$ cat src/hw/rtl/lcbc_pkg.sv
package lcbc_pkg;

  localparam int NUM_BUFS  = 8;
  localparam int CLUSTER_W = 28;
  localparam int SLOT_W    = $clog2(NUM_BUFS);
  localparam int CNT_W     = $clog2(NUM_BUFS + 1);
  localparam int LOCK_W    = 8;
  localparam int ACC_W     = 16;
  localparam int LIMIT_W   = 4;

  localparam logic [LIMIT_W-1:0] LIMIT_RESET = LIMIT_W'(8);
  localparam logic [LOCK_W-1:0]  LOCK_MAX    = '1;
  localparam logic [ACC_W-1:0]   ACC_MAX     = '1;

  typedef enum logic {
    OP_LOCK   = 1'b0,
    OP_UNLOCK = 1'b1
  } op_t;

  typedef enum logic [1:0] {
    ST_OK         = 2'd0,
    ST_NOT_IN_USE = 2'd1,
    ST_UNDERFLOW  = 2'd2
  } status_t;

  // One buffer's bookkeeping, held by the cell at its recency slot.
  typedef struct packed {
    logic [SLOT_W-1:0]    id;
    logic [CLUSTER_W-1:0] tag;
    logic                 dirty;
    logic [LOCK_W-1:0]    lock;
    logic [ACC_W-1:0]     acc;
  } entry_t;

  typedef struct packed {
    logic load;        // take the left neighbor's entry
    logic unlock;      // apply an unlock to the held entry
    logic mark_dirty;
    logic commit;
  } cell_ctl_t;

endpackage

$ cat src/hw/rtl/lcbc_cell.sv
module lcbc_cell (
  input  logic                               clk,
  input  logic                               valid_i,
  input  lcbc_pkg::cell_ctl_t                ctl_i,
  input  lcbc_pkg::entry_t                   left_i,
  input  logic [lcbc_pkg::CLUSTER_W-1:0]     cluster_i,
  input  logic [lcbc_pkg::SLOT_W-1:0]        bid_i,
  output lcbc_pkg::entry_t                   entry_o,
  output logic                               tag_hit_o,
  output logic                               id_hit_o
);

  localparam int LW = lcbc_pkg::LOCK_W;

  lcbc_pkg::entry_t entry_r;
  lcbc_pkg::entry_t entry_nxt;

  always_comb begin
    entry_nxt = entry_r;
    if (ctl_i.load) begin
      entry_nxt = left_i;
    end else if (ctl_i.unlock) begin
      if (entry_r.lock != '0) begin
        entry_nxt.lock = entry_r.lock - LW'(1);
      end
      entry_nxt.dirty = (entry_r.dirty | ctl_i.mark_dirty) & ~ctl_i.commit;
    end
  end

  always_ff @(posedge clk) begin
    entry_r <= entry_nxt;
  end

  assign entry_o   = entry_r;
  assign tag_hit_o = valid_i && (entry_r.tag == cluster_i);
  assign id_hit_o  = valid_i && (entry_r.id == bid_i);

endmodule

$ cat src/hw/rtl/lru_cluster_buffer_cache.sv
// Pipeline: an accepted in_ beat passes the request stage, then lookup/update into
//   the output register; the recency cells shift and compare in the same cycle.
// Throughput: 1 beat per cycle while out_tready holds.
// Reset (rst_n, sync, active low): no buffers in use, buffer_limit = 8, both stages
//   empty. Cell contents are not reset; only in-use slots are ever read.
module lru_cluster_buffer_cache (
  input  logic                              clk,
  input  logic                              rst_n,
  // Config: buffer_limit
  input  logic                              cfg_wr_en,
  input  logic [lcbc_pkg::LIMIT_W-1:0]      cfg_wr_data,
  // Request channel
  input  logic                              in_tvalid,
  output logic                              in_tready,
  // [27:0] cluster, [30:28] buffer_id, [31] mark_dirty, [32] commit, [39:33] zero
  input  logic [39:0]                       in_tdata,
  // [0] op
  input  logic                              in_tuser,
  // Result channel
  output logic                              out_tvalid,
  input  logic                              out_tready,
  // [2:0] granted_buffer, [3] hit, [4] fill_request, [5] writeback_request,
  // [33:6] writeback_cluster, [41:34] lock_count, [57:42] access_count,
  // [59:58] status, [63:60] zero
  output logic [63:0]                       out_tdata
);

  localparam int N  = lcbc_pkg::NUM_BUFS;
  localparam int SW = lcbc_pkg::SLOT_W;
  localparam int CW = lcbc_pkg::CNT_W;
  localparam int KW = lcbc_pkg::CLUSTER_W;
  localparam int LW = lcbc_pkg::LOCK_W;
  localparam int AW = lcbc_pkg::ACC_W;

  // ---------------------------------------------------------------------------
  // Config register
  // ---------------------------------------------------------------------------
  logic [lcbc_pkg::LIMIT_W-1:0] limit_r;

  always_ff @(posedge clk) begin
    if (!rst_n) begin
      limit_r <= lcbc_pkg::LIMIT_RESET;
    end else if (cfg_wr_en) begin
      limit_r <= cfg_wr_data;
    end
  end

  // Zero acts as one, anything above the buffer count as the buffer count.
  logic [CW-1:0] eff_limit;
  always_comb begin
    eff_limit = CW'(limit_r);
    if (limit_r == '0) begin
      eff_limit = CW'(1);
    end else if (CW'(limit_r) > CW'(N)) begin
      eff_limit = CW'(N);
    end
  end

  // ---------------------------------------------------------------------------
  // Request stage
  // ---------------------------------------------------------------------------
  logic                req_valid_r;
  lcbc_pkg::op_t       req_op_r;
  logic [KW-1:0]       req_cluster_r;
  logic [SW-1:0]       req_bid_r;
  logic                req_md_r;
  logic                req_cmt_r;
  logic                out_valid_r;
  logic                exec;

  // A staged request executes when the output register is free or draining.
  assign exec      = req_valid_r && (!out_valid_r || out_tready);
  assign in_tready = !req_valid_r || exec;

  always_ff @(posedge clk) begin
    if (!rst_n) begin
      req_valid_r <= 1'b0;
    end else if (in_tready) begin
      req_valid_r <= in_tvalid;
    end
  end

  always_ff @(posedge clk) begin
    if (in_tvalid && in_tready) begin
      req_op_r      <= lcbc_pkg::op_t'(in_tuser);
      req_cluster_r <= in_tdata[KW-1:0];
      req_bid_r     <= in_tdata[30:28];
      req_md_r      <= in_tdata[31];
      req_cmt_r     <= in_tdata[32];
    end
  end

  // ---------------------------------------------------------------------------
  // Recency chain: slot 0 most recent, slots below in_use_r hold buffers.
  // Move-to-front shifts slots 1..p right by one and loads slot 0.
  // ---------------------------------------------------------------------------
  logic [CW-1:0]       in_use_r;
  lcbc_pkg::entry_t    cell_entry [N];
  logic [N-1:0]        tag_hit;
  logic [N-1:0]        id_hit;
  lcbc_pkg::entry_t    front;
  logic [SW-1:0]       shift_pos;
  logic                is_lock;
  logic                is_unlock;

  assign is_lock   = exec && (req_op_r == lcbc_pkg::OP_LOCK);
  assign is_unlock = exec && (req_op_r == lcbc_pkg::OP_UNLOCK);

  for (genvar k = 0; k < N; k++) begin : g_cell
    lcbc_pkg::cell_ctl_t ctl;
    lcbc_pkg::entry_t    left;

    assign ctl.load       = is_lock && (SW'(k) <= shift_pos);
    assign ctl.unlock     = is_unlock && id_hit[k];
    assign ctl.mark_dirty = req_md_r;
    assign ctl.commit     = req_cmt_r;

    if (k == 0) begin : g_head
      assign left = front;
    end else begin : g_body
      assign left = cell_entry[k-1];
    end

    lcbc_cell u_cell (
      .clk       (clk),
      .valid_i   (CW'(k) < in_use_r),
      .ctl_i     (ctl),
      .left_i    (left),
      .cluster_i (req_cluster_r),
      .bid_i     (req_bid_r),
      .entry_o   (cell_entry[k]),
      .tag_hit_o (tag_hit[k]),
      .id_hit_o  (id_hit[k])
    );
  end

  // ---------------------------------------------------------------------------
  // Lookup and result
  // ---------------------------------------------------------------------------
  logic [SW-1:0]       hit_pos;
  logic [SW-1:0]       id_pos;
  logic [SW-1:0]       last_pos;
  logic [SW-1:0]       rd_pos;
  logic                any_hit;
  logic                in_range;
  logic                alloc;
  lcbc_pkg::entry_t    sel;

  // Lowest matching slot wins (tags are unique, so at most one matches anyway).
  always_comb begin
    hit_pos = '0;
    id_pos  = '0;
    for (int k = N - 1; k >= 0; k--) begin
      if (tag_hit[k]) hit_pos = SW'(k);
      if (id_hit[k])  id_pos  = SW'(k);
    end
  end

  assign any_hit  = |tag_hit;
  assign in_range = |id_hit;
  assign last_pos = SW'(in_use_r - CW'(1));
  assign alloc    = !any_hit && (in_use_r < eff_limit);
  assign rd_pos   = (req_op_r == lcbc_pkg::OP_UNLOCK) ? id_pos :
                    (any_hit ? hit_pos : last_pos);
  assign sel      = cell_entry[rd_pos];

  // On allocate the free slot at in_use_r is the end of the shift.
  always_comb begin
    if (any_hit) begin
      shift_pos = hit_pos;
    end else if (alloc) begin
      shift_pos = SW'(in_use_r);
    end else begin
      shift_pos = last_pos;
    end
  end

  // New front entry for a lock: hit keeps the entry, a miss retags it.
  always_comb begin
    if (any_hit) begin
      front = sel;
    end else begin
      front.id    = alloc ? SW'(in_use_r) : sel.id;
      front.tag   = req_cluster_r;
      front.dirty = 1'b0;
      front.lock  = '0;
      front.acc   = '0;
    end
    if (front.lock != lcbc_pkg::LOCK_MAX) front.lock = front.lock + LW'(1);
    if (front.acc  != lcbc_pkg::ACC_MAX)  front.acc  = front.acc + AW'(1);
  end

  logic [SW-1:0]         res_granted;
  logic                  res_hit;
  logic                  res_fill;
  logic                  res_wb;
  logic [KW-1:0]         res_wbcl;
  logic [LW-1:0]         res_lock;
  logic [AW-1:0]         res_acc;
  lcbc_pkg::status_t     res_status;

  always_comb begin
    res_granted = req_bid_r;
    res_hit     = 1'b0;
    res_fill    = 1'b0;
    res_wb      = 1'b0;
    res_wbcl    = '0;
    res_lock    = '0;
    res_acc     = '0;
    res_status  = lcbc_pkg::ST_OK;
    if (req_op_r == lcbc_pkg::OP_LOCK) begin
      res_granted = front.id;
      res_hit     = any_hit;
      res_fill    = !any_hit;
      res_lock    = front.lock;
      res_acc     = front.acc;
      // Eviction of a dirty buffer writes its old cluster back.
      if (!any_hit && !alloc && sel.dirty) begin
        res_wb   = 1'b1;
        res_wbcl = sel.tag;
      end
    end else if (!in_range) begin
      res_status = lcbc_pkg::ST_NOT_IN_USE;
    end else begin
      res_acc = sel.acc;
      if (sel.lock == '0) begin
        res_status = lcbc_pkg::ST_UNDERFLOW;
      end else begin
        res_lock = sel.lock - LW'(1);
      end
      if (req_cmt_r) begin
        res_wb   = 1'b1;
        res_wbcl = sel.tag;
      end
    end
  end

  always_ff @(posedge clk) begin
    if (!rst_n) begin
      in_use_r <= '0;
    end else if (is_lock && alloc) begin
      in_use_r <= in_use_r + CW'(1);
    end
  end

  // ---------------------------------------------------------------------------
  // Output register
  // ---------------------------------------------------------------------------
  logic [63:0] out_data_r;

  always_ff @(posedge clk) begin
    if (!rst_n) begin
      out_valid_r <= 1'b0;
    end else if (exec) begin
      out_valid_r <= 1'b1;
    end else if (out_tready) begin
      out_valid_r <= 1'b0;
    end
  end

  always_ff @(posedge clk) begin
    if (exec) begin
      out_data_r <= {4'b0, res_status, res_acc, res_lock, res_wbcl,
                     res_wb, res_fill, res_hit, res_granted};
    end
  end

  assign out_tvalid = out_valid_r;
  assign out_tdata  = out_data_r;

  // ---------------------------------------------------------------------------
  // Assertions
  // ---------------------------------------------------------------------------
  a_in_use_bound: assert property (@(posedge clk) disable iff (!rst_n)
    in_use_r <= CW'(N))
    else $error("buffers in use above buffer count");

  a_tag_unique: assert property (@(posedge clk) disable iff (!rst_n)
    $onehot0(tag_hit))
    else $error("cluster cached in more than one buffer");

  a_id_unique: assert property (@(posedge clk) disable iff (!rst_n)
    $onehot0(id_hit))
    else $error("buffer id held by more than one slot");

  a_alloc_count: assert property (@(posedge clk) disable iff (!rst_n)
    (is_lock && alloc) |=> (in_use_r == $past(in_use_r) + CW'(1)))
    else $error("allocation did not advance buffers in use");

  a_front_after_lock: assert property (@(posedge clk) disable iff (!rst_n)
    is_lock |=> (cell_entry[0].id == out_data_r[SW-1:0]))
    else $error("granted buffer not at most recent slot");

endmodule

$ cat config.mk
export PLATFORM = sky130hd
export DESIGN_NAME = lru_cluster_buffer_cache
export DESIGN_NICKNAME = d
export VERILOG_FILES = /design/src/hw/rtl/lcbc_pkg.sv /design/src/hw/rtl/lcbc_cell.sv /design/src/hw/rtl/lru_cluster_buffer_cache.sv
export SDC_FILE = /design/constraint.sdc
export NUM_CORES = 1
export LEC_CHECK = 0
export BUFFER_PORTS_ARGS = -buffer_cell sky130_fd_sc_hd__buf_2
export CAP_MARGIN = 20
export CORE_MARGIN = 2
export CORE_UTILIZATION = 56
export DETAILED_ROUTE_END_ITERATION = 12
export HOLD_SLACK_MARGIN = 0.15
export PLACE_DENSITY_LB_ADDON = 0.3
export RECOVER_POWER = 50
export SLEW_MARGIN = 20
export SYNTH_ARGS = -nofsm -noshare
export SYNTH_HDL_FRONTEND = slang
export SYNTH_SLANG_ARGS = --single-unit
$ cat constraint.sdc
create_clock -name clk -period 6.02 [get_ports clk]
set_input_delay 1.204 -clock clk [delete_from_list [all_inputs] [get_ports clk]]
set_output_delay 1.204 -clock clk [all_outputs]
set_load 0.1 [all_outputs]
# [Yosys cells after proc, flatten, opt, wreduce, memory -nomap -nowiden]
# Index checks and enable logic that the tools add are counted.
# W data, S select, Z words.
[totals] out_inout_bits=66 reg_bits=552 elab_cells=277 inputBits=50
[classes] n_mux=71 bitwise=19 order_cmp=19 n_reduce_logical=84 n_eq_ne=18 n_addsub=13
[ops] op="$eq A28 B28 Y1" n=8
[ops] op="$bmux W56 S3" n=1
[ops] op="$mux W56" n=3
[ops] op="$mux W9" n=16
[ops] op="$mux W28" n=4
[ops] op="$mux W8" n=12
[ops] op="$sub A8 B1 Y8 const B" n=9
[ops] op="$mux W3" n=22
[ops] op="$reduce_bool A8 Y1" n=8
[ops] op="$mux W16" n=3
[ops] op="$logic_and A1 B1 Y1" n=40
[ops] op="$reduce_bool A2 Y1" n=17
[ops] op="$eq A3 B3 Y1" n=8
[ops] op="$reduce_and A2 Y1" n=9
[ops] op="$add A16 B1 Y16 const B" n=1
[ops] op="$lt A3 B4 Y1 const A" n=4
[ops] op="$ne A16 B16 Y1 const B" n=1
[ops] op="$reduce_or A8 Y1" n=2
[ops] op="$le A3 B3 Y1 const A" n=4
[ops] op="$add A8 B1 Y8 const B" n=1
[ops] op="$and A1 B1 Y1" n=8
[ops] op="$logic_not A8 Y1" n=1
[ops] op="$lt A1 B4 Y1 const A" n=2
[ops] op="$lt A2 B4 Y1 const A" n=2
[ops] op="other kinds (17)" n=38

# [Longest topological paths before layout]
[depth] word_depth=21 depth_mapped=23 mapped_depth_nobuf=18

# [Modules after synthesis]
# Synthesis repeated with hierarchy kept, for this count alone.
[hier_totals] hier_cells=2414 area_unflattened_um2=28224.6
[by_module_without_submodules] mod="lcbc_cell" seq_area_each_um2=1681.6 n_inst=8 cells_per_inst=142 area_each_um2=2284.7
[by_module_without_submodules] mod="lru_cluster_buffer_cache" seq_area_each_um2=3022.9 n_inst=1 cells_per_inst=1278 area_each_um2=9947.0

# [Worst setup path before layout]
# OpenSTA, ideal clock, no wires.
[synth_timing] kind="input to register" startpoint="in out_tready" endpoint="reg g_cell[3].u_cell.entry_r, in the netlist g_cell[3].u_cell.entry_o[0], enable pin" path_stages=10 n_path_buf=1 t_arrival_ns=5.758 required_ns=5.619 setup_slack_ns=-0.140 setup_time_ns=0.401 cell_sequence="nand2b_1 > nand2_1 > inv_1 > nand2_1 > inv_1 > nand2_1 > inv_1 > nand2_1 > clkbuf_1 > inv_1"
[synth_rtl] item="start, declared" line="lru_cluster_buffer_cache.sv:21" text="input logic out_tready,"
[synth_rtl] item="end signal, assigned" line="lcbc_cell.sv:31" text="entry_r <= entry_nxt;"
[synth_rtl] item="end, declared" line="lcbc_cell.sv:15" text="lcbc_pkg::entry_t entry_r;"

==> impl_metrics.yaml <==
synth:
  post-synth-top-count-cell: "edfxtp_1"
  synth_cell_types: 93
  synth_commonest_cells: "edfxtp_1 (542), nand2_1 (385), xnor2_1 (169), nor2_1 (168), mux2i_1 (166)"
  synth-seq-area-share_pct: 57.3
  yosysTopAreaCell: "edfxtp_1"
  synth_compound_area_share_pct: 7.35
  yosys.area_share.simple_pct: 15.4
  syn-instance-count: 2475
  synthMuxAreaShare_pct: 6.37
  synthFlopType: "edfxtp_1"
  ys_top_cells_by_area: "edfxtp_1 (57%), mux2i_1 (5.8%), xnor2_1 (5.1%)"
  syn_area_per_cell_sq_um: 11.6
  yosys_warnings: 0
  synth_xor_area_share_pct: 9.78
  synth_seq_cells: 552
  synth_top_family_by_area: "simple AND/OR/NAND/NOR gates"
  synth_edf_count: 542
  ys_async_sr_fraction_pct: 0
  syn_area_sq_um: 28800
  synthAdderAreaFrac_pct: 0.783
  synth_top_area_share_pct: 56.6
critical_path:
  cp-start-kind: "flop"
  arrival_ns: 6.04
  crit_family: "simple AND/OR/NAND/NOR gates"
  path_cells: "nor3_1, nor4_1, nand4_1, nor4_1, o32a_1, a211oi_4, a21oi_4, buf_12, mux2i_1, mux2i_1, nor2_1, ha_1, nor4b_1, and4_1, buf_4, mux2i_1, mux2i_1"
  path_class: "flop to flop"
  worstRegToRegCells: 17
  path_common_cell: "mux2i_1"
  critPathSlowestCell: "dfxtp_1"
  rr_endpoint: "g_cell[0].u_cell.entry_o[17]"
  cp.required_ns: 6.26
  r2r_start: "in_use_r[3]"
  slowest_delay_ns: 0.64
  cp_max_fo: 11
  critPathBufInv: 2
  cp-end-kind: "flop"
  r2r_slack_ns: 0.22
clocking:
  cts.htree.levels: 2
  clk_pin_slew_worst_paths_ns: 0.06
  postCtsSetupBuffers: 0
  insertion_delay_ns: 0.66
  cts_sinks: 552
  clk_path_buf_depth: 3
  cts.repair.resized: 0
  cts-root-buf: "clkbuf_16"
  cts_made_buffers: 60
  hold_buffers: 0
  tritoncts: "done"
worst_hold_path:
  whs_endpoint: "g_cell[7].u_cell.entry_o[8]"
  hold_path.class: "flop to flop"
  hold_depth: 0
  min_from: "g_cell[6].u_cell.entry_o[8]"
routing:
  drc: 0
  wl_microns: 86100
  avgRoutedWirePerCell_microns: 25.4
  num_vias: 21300
  final_antenna_net_count: 0
  drt_iter0_drc: 3100
  first_pass_iters: 7
  avgViaCountPerCell: 6.26
die:
  io_pins: 116
  coreArea_sq_um: 51000
  num_rows: 83
  initial_utilization_pct: 56.4
  die_width_microns: 231
  die_area_sq_um: 53200
  dieHeight_microns: 231
timing:
  hold_violations: 0
  slew_viol_final: 120
  fin_setup_tns_ns: 0
  max-slew-margin-rel_pct: -174
  holdWs_ns: 0.445
  skew_ns: 0.0400
  rsz0062_at_grt: "no"
  finalSetupViolCount: 0
  max_clock_freq_ghz: 0.172
  tightest_slew_ns: 4.11
  period_needed_ns: 5.80
  period_share_pct: 96.4
place:
  place.gp.congestion: 0.955
  dp_cells: 3281
  io_buffers: 104
  dpl.hpwl_microns: 59400
  place_area_sq_um: 30800
power_and_ir_drop:
  switching_share_pct: 26.4
  power_density_nw_per_um2: 283
  p_int_w: 0.00681
  p_leak_nw: 11.8
  vdd_drop_max_uv: 271
  seqPwrFrac_pct: 47.2
  p_comb_share_pct: 12.1
  switchingPower_w: 0.00245
  clkPwrFrac_pct: 40.7
global_routing:
  antenna_found_initial: 1
  grt_max_degree: 123
  grt_pass1_vias: 20400
  grt_pass1_wl_microns: 128000
  grtUsageTotal_pct: 32.1
  overflow: 0
job:
  max_cap_viol_count: 3
cells_and_area:
  syn_to_final_growth_pct: 13.8
  final_core_util_pct: 64.2
  final_nets: 2736
  drive_gt1_share_pct: 13.2
  num_antenna_cells: 0
  final_area_sq_um: 32700
  stdcell_count: 3398
run_status:
  status: "complete, but fails checks"
  violations: "capacitance limit, slew limit"
[cells in the final DEF, fill, tap and decap left out, drive strengths merged, types with 41 or more instances in the layout]
| cell type | n |
|---|---|
| xnor2 | 169 |
| a21oi | 85 |
| nand4 | 46 |
| nor2 | 169 |
| inv | 45 |
| nor3 | 41 |
| nor4 | 56 |
| nand2 | 385 |
| edfxtp | 542 |
| a31oi | 68 |
| mux2i | 166 |
| clkbuf | 141 |
| buf | 197 |
| o21ai | 54 |
| and3 | 69 |
| xor2 | 152 |
[power by group through the flow]
stage	sequential (W)	clock [W]	combinational, W
floorplan	0.00452	0	0.000639
global placement	0.00444	0	0.00108
detailed placement	0.00444	0	0.00110
CTS	0.00436	0.00379	0.00110
global route	0.00438	0.00394	0.00118
finish	0.00437	0.00377	0.00112
[sequential cells by signal, summed over array words and instances (netlist names)]
| register | flops |
|---|---|
| g_cell.u_cell.entry_o | 448 |
| out_tdata | 60 |
| req_cluster_r | 28 |
| in_use_r | 4 |
| limit_r | 4 |
| req_bid_r | 3 |
| out_tvalid | 1 |
| req_cmt_r | 1 |
| req_md_r | 1 |
| req_op_r | 1 |
| req_valid_r | 1 |
[layer usage]
layer	up-vias	wire length (microns)	part of all wire, %	global-route usage [%]
li1	9465	-	-	-
met1	10400	37100	43	48.7
met2	1267	37200	43	47.4
met3	152	9600	11	5.94
met4	0	2210	2.6	9.09
met5	-	0	0	0
[logic make-up (layout without fill, tap and decap cells)]
family,after synthesis,in the layout
buffers and inverters,180,420
adder cells (fa/ha/maj),18,18
AO/OA/AOI/OAI,315,315
flip-flops,552,552
other,1,4
multiplexers,181,181
AND/OR/NAND/NOR,907,907
XOR/XNOR,321,321
[worst reg2reg max path, stage by stage (launching register included)]
cell	delay [ns]
dfxtp_1	0.64
nor3_1	0.25
nor4_1	0.49
nand4_1	0.20
nor4_1	0.46
o32a_1	0.42
a211oi_4	0.16
a21oi_4	0.50
buf_12	0.22
mux2i_1	0.33
mux2i_1	0.16
nor2_1	0.17
ha_1	0.19
nor4b_1	0.34
and4_1	0.27
buf_4	0.15
mux2i_1	0.32
mux2i_1	0.13
[worst max-delay path by stage]
stage | startpoint | depth (start not counted) | slack [ns] | end
after global placement | req_cluster_r[9] | 15 | 0.40 | out_tdata[43]
after CTS | in_use_r[3] | 15 | 0.33 | out_tdata[21]
final | in_use_r[3] | 17 | 0.22 | g_cell[0].u_cell.entry_o[17]
after floorplan | out_tready | 10 | 0.49 | g_cell[3].u_cell.entry_o[0]
after global routing | req_cluster_r[9] | 19 | 0.03 | out_tdata[52]
after detailed placement | req_cluster_r[9] | 15 | 0.35 | out_tdata[43]
[stage by stage]
step	power, W	setup slack [ns]
after floorplan	0.00516	0.490
after global placement	0.00552	0.396
after detailed placement	0.00554	0.345
after CTS	0.00926	0.329
after global routing	0.00950	0.0319
final	0.00926	0.219
[cell type report]
type / instances / area (sq um)
Clock buffer: 73 / 1570
Clock inverter: 39 / 409
Fill cell: 3937 / 18300
Inverter: 43 / 165
Multi-Input combinational cell: 1746 / 11500
Sequential cell: 552 / 16500
Tap cell: 680 / 851
Timing Repair Buffer: 265 / 1770
Power figures use the tool's default switching activity.
